## src/rtl/bcum_pkg.sv

```systemverilog
// ----------------------------------------------------------------------------
// bcum_pkg: shared types for the binned color usage map
// Op codes, register indexes, controller states and the command and status
// groups passed between controller and datapath.
// ----------------------------------------------------------------------------
package bcum_pkg;

  localparam int unsigned CNT_W     = 48;  // count and cluster width
  localparam int unsigned CFG_IDX_W = 3;   // config register index width

  typedef enum logic [1:0] {
    OP_FILL  = 2'd0,
    OP_COLOR = 2'd1,
    OP_READ  = 2'd2,
    OP_BAD   = 2'd3
  } op_e;

  typedef enum logic [CFG_IDX_W-1:0] {
    REG_TOTAL  = 3'd0,
    REG_CELLS  = 3'd1,
    REG_REV    = 3'd2,
    REG_CPC    = 3'd3,
    REG_LAST   = 3'd4,
    REG_CPCL   = 3'd5,
    REG_UNUSED = 3'd6
  } reg_e;

  typedef enum logic [3:0] {
    S_CLEAR, S_IDLE, S_CHECK, S_FILL, S_DIV, S_DIVW, S_NSTEP, S_NMOD,
    S_MUL1, S_MUL2, S_RCHK, S_RRD, S_RWR, S_RD, S_RESULT
  } state_e;

  typedef enum logic [3:0] {
    DP_NONE, DP_CLEAR, DP_CHECK, DP_FILL, DP_DIV, DP_DIVW, DP_NSTEP, DP_NMOD,
    DP_MUL1, DP_MUL2, DP_RCHK, DP_RRD, DP_RWR, DP_RD, DP_RESULT
  } dp_op_e;

  typedef struct packed {
    dp_op_e op;
    logic   take;   // input channel ready
  } dp_cmd_t;

  typedef struct packed {
    logic in_valid;
    op_e  op;
    logic chk_reject;
    logic chk_noop;
    logic rev;
    logic sweep_last;
    logic div_done;
    logic div_bad;
    logic rchk_bad;
    logic rchk_empty;
    logic walk_last;
    logic rev_last;
    logic out_free;
  } dp_sts_t;

endpackage

```

## src/rtl/bcum_ctrl.sv

```systemverilog
// ----------------------------------------------------------------------------
// bcum_ctrl: controller of the color usage map
// Sequences reset clear, checks, refill sweep, cell walks and result hand-off.
// ----------------------------------------------------------------------------
module bcum_ctrl (
  input  logic              clk_i,
  input  logic              rst_ni,
  input  bcum_pkg::dp_sts_t sts_i,
  output bcum_pkg::dp_cmd_t cmd_o
);
  import bcum_pkg::*;

  state_e state_q, state_d;

  always_ff @(posedge clk_i or negedge rst_ni) begin
    if (!rst_ni) begin
      state_q <= S_CLEAR;
    end else begin
      state_q <= state_d;
    end
  end

  // next state
  always_comb begin
    state_d = state_q;
    unique case (state_q)
      S_CLEAR:  if (sts_i.sweep_last) state_d = S_IDLE;
      S_IDLE:   if (sts_i.in_valid) state_d = S_CHECK;
      S_CHECK: begin
        if (sts_i.chk_reject) begin
          state_d = S_RESULT;
        end else begin
          unique case (sts_i.op)
            OP_FILL:  state_d = S_FILL;
            OP_COLOR: state_d = sts_i.chk_noop ? S_RESULT : (sts_i.rev ? S_MUL1 : S_DIV);
            OP_READ:  state_d = S_RD;
            default:  state_d = S_RESULT;
          endcase
        end
      end
      S_FILL:   if (sts_i.sweep_last) state_d = S_RESULT;
      S_DIV:    state_d = S_DIVW;
      S_DIVW:   if (sts_i.div_done) state_d = sts_i.div_bad ? S_RESULT : S_NSTEP;
      S_NSTEP:  state_d = S_NMOD;
      S_NMOD:   state_d = sts_i.walk_last ? S_RESULT : S_NSTEP;
      S_MUL1:   state_d = S_MUL2;
      S_MUL2:   state_d = S_RCHK;
      S_RCHK:   state_d = (sts_i.rchk_bad || sts_i.rchk_empty) ? S_RESULT : S_RRD;
      S_RRD:    state_d = S_RWR;
      S_RWR:    state_d = sts_i.rev_last ? S_RESULT : S_RRD;
      S_RD:     state_d = S_RESULT;
      S_RESULT: if (sts_i.out_free) state_d = S_IDLE;
      default:  state_d = S_IDLE;
    endcase
  end

  // datapath commands
  always_comb begin
    cmd_o.take = 1'b0;
    cmd_o.op   = DP_NONE;
    unique case (state_q)
      S_CLEAR:  cmd_o.op = DP_CLEAR;
      S_IDLE:   cmd_o.take = 1'b1;
      S_CHECK:  cmd_o.op = DP_CHECK;
      S_FILL:   cmd_o.op = DP_FILL;
      S_DIV:    cmd_o.op = DP_DIV;
      S_DIVW:   cmd_o.op = DP_DIVW;
      S_NSTEP:  cmd_o.op = DP_NSTEP;
      S_NMOD:   cmd_o.op = DP_NMOD;
      S_MUL1:   cmd_o.op = DP_MUL1;
      S_MUL2:   cmd_o.op = DP_MUL2;
      S_RCHK:   cmd_o.op = DP_RCHK;
      S_RRD:    cmd_o.op = DP_RRD;
      S_RWR:    cmd_o.op = DP_RWR;
      S_RD:     cmd_o.op = DP_RD;
      S_RESULT: cmd_o.op = DP_RESULT;
      default:  cmd_o.op = DP_NONE;
    endcase
  end

endmodule

```

## config.mk

```make
export PLATFORM = sky130hd
export DESIGN_NAME = bcum_ctrl
export DESIGN_NICKNAME = d
export VERILOG_FILES = /design/src/rtl/bcum_pkg.sv /design/src/rtl/bcum_ctrl.sv
export SDC_FILE = /design/constraint.sdc
export NUM_CORES = 1
export LEC_CHECK = 0
export BUFFER_PORTS_ARGS = -buffer_cell sky130_fd_sc_hd__buf_2
export CAP_MARGIN = 0
export CORE_AREA = 2 2 39 41
export DETAILED_ROUTE_END_ITERATION = 12
export DIE_AREA = 0 0 41 43
export PLACE_DENSITY = 0.64
export SYNTH_ARGS = -nofsm -noshare
export SYNTH_HDL_FRONTEND = slang
export SYNTH_SLANG_ARGS = --single-unit
export TNS_END_PERCENT = 1
```

## constraint.sdc

```tcl
create_clock -name clk_i -period 5.2 [get_ports clk_i]
set_clock_uncertainty 0.1 [all_clocks]
set_input_delay 0.26 -clock clk_i [delete_from_list [all_inputs] [get_ports clk_i]]
set_output_delay 0.26 -clock clk_i [all_outputs]
set_load 0.05 [all_outputs]
```

### Word level (Yosys, flattened, before mapping)

Index checks and enable logic that the tools add are counted.

* register bits: 4
* input bits: 16
* output and inout port bits: 5
* logic and storage cells: 42

* eq/ne operators: 21
* multiplexer cells: 16
* reductions and logical operators: 4

Operators by type and width (count)
* 4-bit one-hot mux with 15 select lines: 1
* 4-bit one-hot mux with 14 select lines: 1
* 4-bit 2-to-1 mux: 10
* 4-bit == test, second input constant: 7
* 4-bit by 3-bit == test with 1-bit output, second input constant: 4
* 4-bit one-hot mux with 3 select lines: 1
* 2-bit inequality test, second input constant: 5
* 4-bit by 2-bit == test with 1-bit output, second input constant: 2
* 3-bit 2-to-1 mux: 2
* 5-bit AND reduction: 1
* 4-bit by 1-bit == test with 1-bit output, second input constant: 1
* 4-bit zero test: 1
* 2-bit by 1-bit == test with 1-bit output, second input constant: 1
* 2-bit == test, second input constant: 1
* 2-bit zero test: 1
* 1-bit logical OR: 1
* 1-bit 2-to-1 mux: 1

### Logic depth before layout (Yosys ltp)

* word-level depth: 5
* gate-level depth with buffers: 6
* depth with buffers taken out: 4

### Least setup slack after synthesis

No wires, ideal clock.

* path type: reg-to-output
* start point: register state_q[0]
* end point: output cmd_o[1] (netlist bit)
* data arrival time: 2.244 ns
* setup slack: 2.596 ns
* cell stages (with the launch flop): 6
* path buffers: 2
* cell sequence: dfrtp_1 > clkbuf_1 > buf_2 > inv_1 > nor2_1 > a211oi_1

RTL lines
* start: declaration: line bcum_ctrl.sv:13 `state_e state_q, state_d;`
* start signal: assignment: line bcum_ctrl.sv:19 `state_q <= state_d;`
* end: declaration: line bcum_ctrl.sv:9 `output bcum_pkg::dp_cmd_t cmd_o`

==> impl_metrics.yaml <==
status:
  outcome: "finished clean"
worst_setup_path:
  critical_path_required_ns: 4.84
  cp.arrival_ns: 1.66
  cp_cell_sequence: "or3_4, nor2_1, buf_2"
  worst_setup_path_end_kind: "primary output"
  critPathLaunchType: "flop"
  crit_path_top_delay_cell: "dfrtp_1"
  critPathKind: "reg2out"
  crit_fanout: 19
  critPathMaxStageDelay_ns: 0.55
layout:
  nets: 106
  area_delta_synth_final_pct: 24.1
  register_area_um2: 100
  diodes: 0
  drive_gt1_share_pct: 30.7
  fill_cells: 150
  multi_input_comb_area_um2: 352
  largest_reg_flops: 4
  regMostFlops: "state_q"
  reg.largest.list: "state_q (4)"
synthesis:
  yosys-top-cells-area: "dfrtp_1 (20%), a21oi_1 (11%), o21ai_0 (5.0%), nor2_1 (3.8%), a2bb2oi_1 (3.5%)"
  synthCells: 70
  syn_area_per_cell_um2: 7.13
  synth_top_cell_by_area: "dfrtp_1"
  synthArstFlopShare_pct: 100
  synth_enable_flop_cells: 0
  synthDistinctLibCells: 34
  synth_top_area_share_pct: 20.1
  syn_nets: 86
  ys_seq_elements: 4
  seq_area_frac_synth_pct: 20.1
  synth_top_flop_cell: "dfrtp_1"
  synthTopCellsByCount: "a21oi_1 (11), nor2_1 (5), o21ai_0 (5)"
  yosysMostFrequentCell: "a21oi_1"
  synth_area_um2: 499
  yosysWarningCount: 0
global_route:
  antenna_found_initial: 0
  grt_pass1_vias: 460
  grtUsageMet1_pct: 20.9
  use_met3_pct: 3.14
  grt_overflow_total: 0
  busiest_layer: "met2"
  met2_usage_pct: 21.3
  grt_usage_pct: 14.8
  grt_pass1_wl_um: 1820
  grt_max_degree: 20
run:
  drv_cap: 0
cts:
  numClockSinks: 4
  insertion_delay_ns: 0.23
  cts_root_buffer: "clkbuf_4"
  cts_buffers: 3
  ctsLongestPathBuffers: 2
  clk_pin_slew_ns: 0.04
  cts_tree: "yes"
  htree_levels: 1
detailed_routing:
  detail-route-antenna-nets: 0
  vias: 562
  dr.pass1.iters: 4
  via_per_inst: 5.40
  drt-initial-drc-count: 6
  drc: 0
  wirelength_um: 1170
  wl_per_cell_um: 11.3
timing:
  fin_tns_setup_ns: 0
  setup_viol: 0
  setup_ws_ns: 3.18
  period_share_pct: 38.8
  rsz0062_at_grt: "no"
  finalCriticalPeriod_ns: 2.02
  slew_headroom_pct: 66.8
  timing.fmax_ghz: 0.496
  finalHoldViolations: 0
  hold-worst-slack_ns: 0.265
  worst_pin_slew_ns: 0.498
  drv_slew: 0
floorplan:
  io_pins: 21
  row_count: 14
  coreArea_um2: 1380
  dieArea_um2: 1760
  dieHeight_um: 43
  floorplan.initialDensity_pct: 36.1
  die_width_um: 41
placed_design:
  portBuffers: 20
  pre_cts_slack_ns: 3.35
  place_hpwl_um: 921
  place.gp.congestion: 0.738
power_and_ir_drop:
  p_clk_share_pct: 8.6
  power.switching_uw: 243
  ir_worst_vdd_mv: 0.198
  seqPwrFrac_pct: 24.4
  swShare_pct: 55.9
  internal_power_uw: 192
  leakage_uw: 0.000282
  power-per-cell-area_nw_per_um2: 704
  comb_power_share_pct: 67.0
  p_total_uw: 436
worst_hold_path:
  min_path_type: "in2async"
placed cells by master (no fill, tap or decap), types with 2 or more instances in the layout:
master and n:
buf_2 20, a21oi_1 11, nor2_1 5, o21ai_0 5, inv_1 4, nand2_1 4
dfrtp_1 4, o21ai_1 3, clkbuf_4 3, a31oi_1 2, a21boi_0 2, a211oi_1 2
a2bb2oi_1 2
what timing repair did:
item / CTS / global route
hold buffers: 1 / 0
gates resized for setup: 0 / 0
endpoints found under the hold margin: 4 / 0
buffers inserted: 0 / 0
power by group through the flow:
stage | Sequential [uW] | Clock (uW) | Combinational, uW
after global routing | 112 | 42.4 | 318
final | 106 | 37.4 | 292
after detailed placement | 104 | 0 | 293
after floorplan | 55.7 | 0 | 295
after CTS | 104 | 39.6 | 294
after global placement | 104 | 0 | 295
layout make-up:
class                           instances  area share, %
Clock buffer                            3           3.64
Inverter                                4           2.42
Multi-Input combinational cell         56           56.8
Tap cell                               16           3.23
Sequential cell                         4           16.2
Timing Repair Buffer                   21           17.8
kinds of logic after synthesis:
kind of cell,count (synthesis),synth area share [%]
DFF,4,20.1
and+or+nand+nor,21,25.1
AOI/OAI and AO/OA,34,43.1
muxes,1,2.26
buffers and inverters,10,9.52
worst paths after layout:
path / slack, ns / cells after the start / startpoint / endpoint
worst max-delay path: 3.18 / 3 / state_q[1] / cmd_o[0]
worst min-delay path: 0.27 / 2 / rst_ni / state_q[0]
worst max register to register: 3.33 / 4 / state_q[1] / state_q[3]
worst min register to register: 0.74 / 2 / state_q[0] / state_q[0]
max in group asynchronous: 4.61 / 2 / rst_ni / state_q[3]
min in group clk_i: 0.30 / 3 / sts_i[0] / state_q[3]
critical path: cells and delay by family (launching register included):
kind | cells | cell delay, ns
buf+inv | 1 | 0.28
flops | 1 | 0.55
simple gates | 2 | 0.59
through the flow:
stage                     std cells  cell area, um^2  utilization (%)
after floorplan                  70              499                -
after global placement          100              587             42.4
after detailed placement        100              587             42.4
after CTS                       104              619             44.8
after global routing            104              619             44.8
final                           104              619             44.8
per-layer routing:
layer / wire length (um) / share of wire [%]
met2: 555 / 47
met3: 41 / 3.5
met1: 575 / 49
met5: 0 / 0
met4: 0 / 0
Power figures use the tool's default switching activity.
